$ cat src/sv/bdf_pkg.sv
// Package for the bounded denominator fraction block: sequencer state type.
`timescale 1ns / 1ps
package bdf_pkg;

  typedef enum logic [3:0] {
    S_IDLE,
    S_DIV,
    S_MP,
    S_MQ,
    S_CHK,
    S_X1,
    S_X2,
    S_X3,
    S_ADIV,
    S_AM1,
    S_AM2,
    S_AM3,
    S_OUT
  } bdf_state_t;

endpackage

$ cat src/sv/bounded_denominator_fraction_top.sv
// Best rational approximation with bounded denominator, continued-fraction walk.
//
// Input channel (in_valid/in_stall): numerator, denominator and denominator limit.
// in_stall is high whenever an item is in work or its result is waiting.
// Result channel (out_valid/out_stall): reduced numerator and denominator, and
// input_error when the denominator or the limit is zero (inputs passed through).
// Each continued-fraction term costs one restoring division, one bit a cycle,
// then two products on the shared multiplier and the convergent check. When a
// semiconvergent is tested, two more products, a second division and up to two
// more products follow before the result is presented. At most about 46 terms
// fit in 32 bits. An error item skips the divider and goes straight to the result.
// The result waits in its output register while out_stall is high; the next item
// is accepted in the cycle after the result is taken.
// Reset (rst_n low, synchronous) drops any item in work and returns to idle.
`timescale 1ns / 1ps
module bounded_denominator_fraction_top #(
  parameter int VALUE_WIDTH = 32
) (
  input  logic                   clk,
  input  logic                   rst_n,
  input  logic                   in_valid,
  output logic                   in_stall,
  input  logic [VALUE_WIDTH-1:0] in_numerator,
  input  logic [VALUE_WIDTH-1:0] in_denominator,
  input  logic [VALUE_WIDTH-1:0] in_denominator_limit,
  output logic                   out_valid,
  input  logic                   out_stall,
  output logic [VALUE_WIDTH-1:0] out_reduced_numerator,
  output logic [VALUE_WIDTH-1:0] out_reduced_denominator,
  output logic                   out_input_error
);

  localparam int W  = VALUE_WIDTH;
  localparam int CW = $clog2(VALUE_WIDTH);
  localparam logic [CW-1:0] CNT_LAST = CW'(VALUE_WIDTH - 1);

  bdf_pkg::bdf_state_t state_r, state_nxt;

  logic [CW-1:0]  cnt_r, cnt_nxt;
  logic           first_r, first_nxt;
  logic [W-1:0]   pa_r, pa_nxt, pb_r, pb_nxt, qa_r, qa_nxt, qb_r, qb_nxt;
  logic [W-1:0]   pc_r, pc_nxt;
  logic [W-1:0]   bot_r, bot_nxt, lim_r, lim_nxt;
  logic [W-1:0]   quo_r, quo_nxt, rem_r, rem_nxt, dden_r, dden_nxt;
  logic [2*W-1:0] x_r, x_nxt, prod_r, prod_nxt;
  logic [W-1:0]   amin_r, amin_nxt;
  logic [W-1:0]   res_n_r, res_n_nxt, res_d_r, res_d_nxt;
  logic           err_r, err_nxt;

  logic [W-1:0]   mul_a, mul_b;
  logic [W:0]     trial, diff;
  logic           ge;
  logic [W-1:0]   step_rem;
  logic [W-1:0]   step_quo;
  logic [W-1:0]   qc_c;
  logic [W-1:0]   q_half;
  logic           in_acc;

  // shared multiplier, product registered every cycle
  assign prod_nxt = {{W{1'b0}}, mul_a} * {{W{1'b0}}, mul_b};

  // one restoring division step
  assign trial    = {rem_r, quo_r[W-1]};
  assign diff     = trial - {1'b0, dden_r};
  assign ge       = trial >= {1'b0, dden_r};
  assign step_rem = ge ? diff[W-1:0] : trial[W-1:0];
  assign step_quo = {quo_r[W-2:0], ge};

  assign qc_c   = qa_r + prod_r[W-1:0];
  assign q_half = {1'b0, quo_r[W-1:1]};
  assign in_acc = in_valid && !in_stall;

  always_comb begin
    state_nxt = state_r;
    cnt_nxt   = cnt_r;
    first_nxt = first_r;
    pa_nxt    = pa_r;
    pb_nxt    = pb_r;
    qa_nxt    = qa_r;
    qb_nxt    = qb_r;
    pc_nxt    = pc_r;
    bot_nxt   = bot_r;
    lim_nxt   = lim_r;
    quo_nxt   = quo_r;
    rem_nxt   = rem_r;
    dden_nxt  = dden_r;
    x_nxt     = x_r;
    amin_nxt  = amin_r;
    res_n_nxt = res_n_r;
    res_d_nxt = res_d_r;
    err_nxt   = err_r;
    mul_a     = '0;
    mul_b     = '0;
    unique case (state_r)
      bdf_pkg::S_IDLE: begin
        if (in_valid) begin
          if (in_denominator == '0 || in_denominator_limit == '0) begin
            res_n_nxt = in_numerator;
            res_d_nxt = in_denominator;
            err_nxt   = 1'b1;
            state_nxt = bdf_pkg::S_OUT;
          end else begin
            pa_nxt    = '0;
            pb_nxt    = W'(1);
            qa_nxt    = W'(1);
            qb_nxt    = '0;
            quo_nxt   = in_numerator;
            rem_nxt   = '0;
            dden_nxt  = in_denominator;
            bot_nxt   = in_denominator;
            lim_nxt   = in_denominator_limit;
            first_nxt = 1'b1;
            err_nxt   = 1'b0;
            cnt_nxt   = '0;
            state_nxt = bdf_pkg::S_DIV;
          end
        end
      end
      bdf_pkg::S_DIV, bdf_pkg::S_ADIV: begin
        quo_nxt = step_quo;
        rem_nxt = step_rem;
        cnt_nxt = cnt_r + CW'(1);
        if (cnt_r == CNT_LAST) begin
          cnt_nxt   = '0;
          state_nxt = (state_r == bdf_pkg::S_DIV) ? bdf_pkg::S_MP : bdf_pkg::S_AM1;
        end
      end
      bdf_pkg::S_MP: begin
        mul_a     = pb_r;
        mul_b     = quo_r;
        state_nxt = bdf_pkg::S_MQ;
      end
      bdf_pkg::S_MQ: begin
        pc_nxt    = pa_r + prod_r[W-1:0];
        mul_a     = qb_r;
        mul_b     = quo_r;
        state_nxt = bdf_pkg::S_CHK;
      end
      bdf_pkg::S_CHK: begin
        if (rem_r == '0 || (!first_r && qc_c >= lim_r)) begin
          if (qc_c <= lim_r || qb_r == '0) begin
            res_n_nxt = pc_r;
            res_d_nxt = qc_c;
            err_nxt   = 1'b0;
            state_nxt = bdf_pkg::S_OUT;
          end else begin
            state_nxt = bdf_pkg::S_X1;
          end
        end else begin
          first_nxt = 1'b0;
          pa_nxt    = pb_r;
          pb_nxt    = pc_r;
          qa_nxt    = qb_r;
          qb_nxt    = qc_c;
          quo_nxt   = bot_r;
          rem_nxt   = '0;
          dden_nxt  = rem_r;
          bot_nxt   = rem_r;
          cnt_nxt   = '0;
          state_nxt = bdf_pkg::S_DIV;
        end
      end
      bdf_pkg::S_X1: begin
        // previous remainder equals the current divisor
        mul_a     = qa_r;
        mul_b     = bot_r;
        state_nxt = bdf_pkg::S_X2;
      end
      bdf_pkg::S_X2: begin
        x_nxt     = prod_r;
        mul_a     = rem_r;
        mul_b     = qb_r;
        state_nxt = bdf_pkg::S_X3;
      end
      bdf_pkg::S_X3: begin
        amin_nxt  = (!quo_r[0] && (x_r > prod_r)) ? q_half : q_half + W'(1);
        quo_nxt   = (lim_r >= qa_r) ? lim_r - qa_r : '0;
        rem_nxt   = '0;
        dden_nxt  = qb_r;
        cnt_nxt   = '0;
        state_nxt = bdf_pkg::S_ADIV;
      end
      bdf_pkg::S_AM1: begin
        mul_a = pb_r;
        mul_b = quo_r;
        if (quo_r < amin_r) begin
          res_n_nxt = pb_r;
          res_d_nxt = qb_r;
          err_nxt   = 1'b0;
          state_nxt = bdf_pkg::S_OUT;
        end else begin
          state_nxt = bdf_pkg::S_AM2;
        end
      end
      bdf_pkg::S_AM2: begin
        res_n_nxt = pa_r + prod_r[W-1:0];
        mul_a     = qb_r;
        mul_b     = quo_r;
        state_nxt = bdf_pkg::S_AM3;
      end
      bdf_pkg::S_AM3: begin
        res_d_nxt = qa_r + prod_r[W-1:0];
        err_nxt   = 1'b0;
        state_nxt = bdf_pkg::S_OUT;
      end
      bdf_pkg::S_OUT: begin
        if (!out_stall) begin
          state_nxt = bdf_pkg::S_IDLE;
        end
      end
      default: begin
        state_nxt = bdf_pkg::S_IDLE;
      end
    endcase
  end

  always_ff @(posedge clk) begin
    if (!rst_n) begin
      state_r <= bdf_pkg::S_IDLE;
      cnt_r   <= '0;
      first_r <= 1'b1;
    end else begin
      state_r <= state_nxt;
      cnt_r   <= cnt_nxt;
      first_r <= first_nxt;
    end
  end

  always_ff @(posedge clk) begin
    pa_r    <= pa_nxt;
    pb_r    <= pb_nxt;
    qa_r    <= qa_nxt;
    qb_r    <= qb_nxt;
    pc_r    <= pc_nxt;
    bot_r   <= bot_nxt;
    lim_r   <= lim_nxt;
    quo_r   <= quo_nxt;
    rem_r   <= rem_nxt;
    dden_r  <= dden_nxt;
    x_r     <= x_nxt;
    prod_r  <= prod_nxt;
    amin_r  <= amin_nxt;
    res_n_r <= res_n_nxt;
    res_d_r <= res_d_nxt;
    err_r   <= err_nxt;
  end

  assign in_stall                = (state_r != bdf_pkg::S_IDLE);
  assign out_valid               = (state_r == bdf_pkg::S_OUT);
  assign out_reduced_numerator   = res_n_r;
  assign out_reduced_denominator = res_d_r;
  assign out_input_error         = err_r;

  // error items go straight to the output, others enter the divider
  a_err_path: assert property (@(posedge clk) disable iff (!rst_n)
    in_acc |=> (out_valid == out_input_error))
    else $error("error flag and early result disagree");

  a_den_bound: assert property (@(posedge clk) disable iff (!rst_n)
    (out_valid && !out_input_error) |->
      (out_reduced_denominator <= lim_r && out_reduced_denominator != '0))
    else $error("result denominator outside limit");

  a_ax_divisor: assert property (@(posedge clk) disable iff (!rst_n)
    (state_r == bdf_pkg::S_ADIV) |-> (dden_r != '0))
    else $error("semiconvergent division by zero");

  a_cf_divisor: assert property (@(posedge clk) disable iff (!rst_n)
    (state_r == bdf_pkg::S_DIV) |-> (dden_r == bot_r && dden_r != '0))
    else $error("convergent divisor mismatch");

endmodule

$ cat config.mk
export PLATFORM = sky130hd
export DESIGN_NAME = bounded_denominator_fraction_top
export DESIGN_NICKNAME = d
export VERILOG_FILES = /design/src/sv/bdf_pkg.sv /design/src/sv/bounded_denominator_fraction_top.sv
export SDC_FILE = /design/constraint.sdc
export NUM_CORES = 2
export LEC_CHECK = 0
export BUFFER_PORTS_ARGS = -buffer_cell sky130_fd_sc_hd__buf_2
export CORE_ASPECT_RATIO = 1.1
export CORE_MARGIN = 2
export CORE_UTILIZATION = 59
export DETAILED_ROUTE_END_ITERATION = 7
export PLACE_DENSITY = 0.79
export SLEW_MARGIN = 20
export SYNTH_ARGS = -nofsm -noshare
export SYNTH_HDL_FRONTEND = slang
export SYNTH_SLANG_ARGS = --single-unit
export TNS_END_PERCENT = 1
$ cat constraint.sdc
create_clock -name clk -period 12.5 [get_ports clk]
set_input_delay 0.625 -clock clk [delete_from_list [all_inputs] [get_ports clk]]
set_output_delay 0.625 -clock clk [all_outputs]
set_load 0.01 [all_outputs]
==> metrics.md <==
| Metric | Value |
|---|---|
| Status | complete, no violations |
| Initial core utilization | 0.596 |
| Seq/Total Area, Yosys | 0.249 |
| Crit end category | register |
| CTS Sinks | 555 |
| Nets | 8376 |
| XOR/XNOR share of the synthesized area | 0.0273 |
| First-pass GRT wire length | 352 mm |
| Kind of critical path | register to register |
| Synth-to-Final Area Change | 8.09% |
| Final Cycle Share | 0.902 |
| Storage cell area | 0.0159 mm^2 |
| Largest net degree at the start of global routing | 162 |
| Worst-path fanout max | 35 |
| Yosys reg bits | 555 |
| Largest family of logic cells by synthesized area | adder cells |
| Clock share of power | 0.176 |
| Sequential Power Share | 0.307 |
| R2R Setup Slk | 1.23 ns |
| Least-Margin Pin Slew | 1.24 ns |
| Setup bufs post-CTS | 0 |
| Compound-Gate Fraction of Synth Area | 0.108 |
| CTS Buf Count | 67 |
| Post-DP HPWL | 187 mm |
| Hold Violations, Final | 0 |
| CTS Root Cell | clkbuf_16 |
| Avg Vias per Cell | approximately 6.5 |
| DRT Wirelength | between 200 and 250 mm |
| Number of flops mapped to enable cells by yosys | 481 |
| Max incr delay on CP | 0.86 ns |
| Synth warn | 0 |
| Pre-antenna DRT Iters | 6 |
| Synth area leader | fa_1 |
| Vias in the first global route | 54600 |
| Tightest Hold Check Type | primary input to register |
| DR vias | 53700 |
| Fillers | 8755 |
| Clock Latency Late Sink | 0.72 ns |
| Gr ovfl total | 0 |
| Final Skew | 0.0523 ns |
| Post-Syn Area | ~0.064 mm^2 |
| Hold Crit Depth | 1 |
| Hold buffer count at CTS | 0 |
| Main synth FF type | edfxtp_1 |
| VDD IR max | 0.216 mV |
| H-tree depth | 3 |
| Die Area | between 0.1 and 0.15 mm^2 |
| Slowest-stage cell, CP | o21ai_1 |
| Area of the core | 0.107 mm^2 |
| Cell Int Power | 5.86 mW |
| RSZ-0062 raised after global routing | false |
| Final Hold Slack | ~0.12 ns |
| DRC viols | 0 |
| Post-cts sizing count | 0 |
| Relative slew slack | 0.172 |
| P_sw | 6.02 mW |
| Row cnt | 126 |
| Gpl congestion | 1.05 |
| Fin. max-slew vios | 0 |
| CTS max path bufs | 3 |
| Crit path top cell by count | fa_1 |
| Setup TNS | 0 ns |
| Ports | about 170 |
| Net Count, Synth | around 8300 |
| Max_cap viols | 0 |
| I/O Buffers | about 170 |
| Hold path start | in_denominator_limit[13] |
| Worst Setup Start Kind | register |
| Final min period | 11.27 ns |
| Initial antenna violation count | 13 |
| Worst hold endpoint | lim_r[13]$_DFFE_PP_ |
| Post-synth top area share | 0.282 |
| Routed WL per cell | about 29 um |
| Sw Ratio | 0.507 |
| Pleak | 32.0 nW |
| Gr usage total | 0.438 |
| Reg-to-Reg Start | state_r[3]$_SDFFE_PN0P_ |
| Simple-gate share of the synthesized area | 0.147 |
| Distinct cell type count after synthesis | 91 |
| Post-synthesis average cell area | 9.41 um^2 |
| Logic pwr share | 0.517 |
| Post-Synth Adder-Cell Area | 0.383 |
| Setup Viol. Count Final | 0 |
| Reg2reg end | prod_r[60]$_DFF_P_ |
| Multi-input gate area | 0.0429 mm^2 |
| CTS clk-pin slew, worst paths | about 0.060 ns |
| Mux cell area share after synthesis | 0.000920 |
| Initial DRC Count | ~7300 |
| Crit path DAT | 11.90 ns |
| Power per cell area | roughly 170 mW/mm^2 |
| Fmax | just under 0.09 GHz |
| Die W | 318 um |
| Chip height | 349 um |
| Leading post-synthesis cells by cell area | fa_1 (28%), edfxtp_1 (23%), ha_1 (10%) |
| R2R depth | 29 |
| Ratio of cells with drive above 1 in the final layout | 0.0727 |
| Synth async-reset ratio | 0 |
| Syn Inst Count | 6795 |
| Final ANT Viol Nets | 0 |
| TritonCTS clock tree | done |
| Worst endpoint required time | 13.12 ns |
==> through the flow <==
step	instances	power [mW]	worst slack, ns	area (um^2)	utilization
CTS	8315	11.5	1.41	69100	0.643
global route	8318	12.3	0.493	69100	0.644
global placement	8193	9.33	1.66	66800	0.622
detailed placement	8194	9.43	1.36	66800	0.622
floorplan	6795	6.97	0.166	64000	-
finish	8325	11.9	1.23	69100	0.644
==> sequential cells by signal (all words and copies together), names as in the netlist <==
| register | count |
|---|---|
| dden_r | 32 |
| qb_r | 32 |
| out_input_error | 1 |
| rem_r | 32 |
| out_reduced_numerator | 32 |
| pa_r | 32 |
| quo_r | 32 |
| first_r | 1 |
| amin_r | 32 |
| state_r | 4 |
| cnt_r | 5 |
| bot_r | 32 |
| qa_r | 32 |
| pb_r | 32 |
| prod_r | 64 |
| out_reduced_denominator | 32 |
| pc_r | 32 |
| lim_r | 32 |
| x_r | 64 |
==> cell usage in the layout (no fill, tap or decap), drive strengths merged, types with 74 or more instances in the layout <==
cell / Yosys / layout
inv: 1127 / 1133
nand3: 102 / 102
clkbuf: 297 / 80
dfxtp: 74 / 74
edfxtp: 481 / 481
a21o: 126 / 126
nand2: 873 / 873
o21ai: 176 / 176
buf: 21 / 311
nor2: 753 / 753
a21oi: 271 / 271
and3: 127 / 127
ha: 519 / 519
fa: 900 / 900
xor2: 77 / 77
xnor2: 122 / 122
==> power by group through the flow <==
stage                     logic, mW  registers, mW  clock network, mW
after floorplan                3.79           3.17                  0
after global placement         5.74           3.59                  0
after detailed placement       5.84           3.59                  0
after CTS                      5.88           3.56               2.09
after global routing           6.51           3.62               2.16
final                          6.14           3.65               2.09
==> synthesized netlist by cell type, types with 6 or more instances <==
| cell | count |
|---|---|
| dfxtp_1 | 74 |
| a211oi_1 | 29 |
| a21boi_0 | 7 |
| a221oi_1 | 58 |
| nor4_1 | 40 |
| edfxtp_1 | 481 |
| or3_1 | 9 |
| o21ai_0 | 162 |
| a21oi_1 | 270 |
| o21bai_1 | 22 |
| o21ai_1 | 12 |
| a21o_1 | 126 |
| a31oi_1 | 27 |
| a221o_1 | 36 |
| nand2_1 | 873 |
| inv_1 | 1126 |
| a22o_1 | 32 |
| o22ai_1 | 6 |
| nand2b_1 | 42 |
| a222oi_1 | 21 |
| xnor2_1 | 122 |
| buf_2 | 10 |
| a221oi_2 | 6 |
| buf_1 | 11 |
| o211ai_1 | 13 |
| clkbuf_1 | 297 |
| and3_1 | 127 |
| a211o_1 | 8 |
| nor3b_1 | 11 |
| ha_1 | 519 |
| a22oi_1 | 62 |
| nor3_1 | 47 |
| or2_2 | 9 |
| nor2_1 | 752 |
| and2_1 | 44 |
| nor2b_1 | 34 |
| nand4_1 | 54 |
| fa_1 | 900 |
| o21a_1 | 38 |
| nand3_1 | 101 |
| o31a_1 | 7 |
| xor2_1 | 77 |
| o31ai_1 | 9 |
==> layer usage <==
layer  global-route usage  routed length (um)  vias to the layer above
li1                     -                   -                    22300
met1                0.547               83600                    26200
met2                0.644              100000                     4119
met3                0.142               35200                     1041
met4                0.313               21500                        8
met5                    0                  60                        -
==> worst max path at each step <==
stage	start	end	slack (ns)	cells past startpoint
2_1_floorplan	qa_r[8]$_SDFFCE_PN0P_	first_r$_SDFFE_PN1P_	0.17	24
3_3_place_gp	state_r[3]$_SDFFE_PN0P_	prod_r[60]$_DFF_P_	1.66	33
3_5_place_dp	state_r[3]$_SDFFE_PN0P_	prod_r[60]$_DFF_P_	1.36	29
4_1_cts	state_r[3]$_SDFFE_PN0P_	prod_r[60]$_DFF_P_	1.41	29
5_1_grt	state_r[3]$_SDFFE_PN0P_	prod_r[60]$_DFF_P_	0.49	29
6_report	state_r[3]$_SDFFE_PN0P_	prod_r[60]$_DFF_P_	1.23	29
==> worst max-delay path, delay by kind of cell (launching register included) <==
| kind | cells | cell delay, ns |
|---|---|---|
| fa+ha+maj | 9 | 4.27 |
| compound gates | 11 | 4.01 |
| buf+inv | 5 | 0.93 |
| flops | 1 | 0.52 |
| simple gates | 3 | 1.28 |
| xor+xnor | 1 | 0.14 |
==> cell families (layout without fill, tap and decap cells) <==
logic type | Yosys count | in the layout
compound gates | 1004 | 1004
fa+ha+maj | 1419 | 1419
other cells | 0 | 8
flops | 555 | 555
simple gates | 2167 | 2167
mux | 5 | 5
xor+xnor | 199 | 199
buf+inv | 1446 | 1560
==> layout make-up <==
type | count | share of cell area
clock buffers | 80 | 0.0263
well taps | 1408 | 0.0255
clock inverters | 41 | 0.00672
diodes | 8 | 0.000290
inverters | 1128 | 0.0613
repair buffers | 311 | 0.0284
flip-flops and latches | 555 | 0.230
multi-input cells | 4794 | 0.621
(Power assumes the default switching activity.)
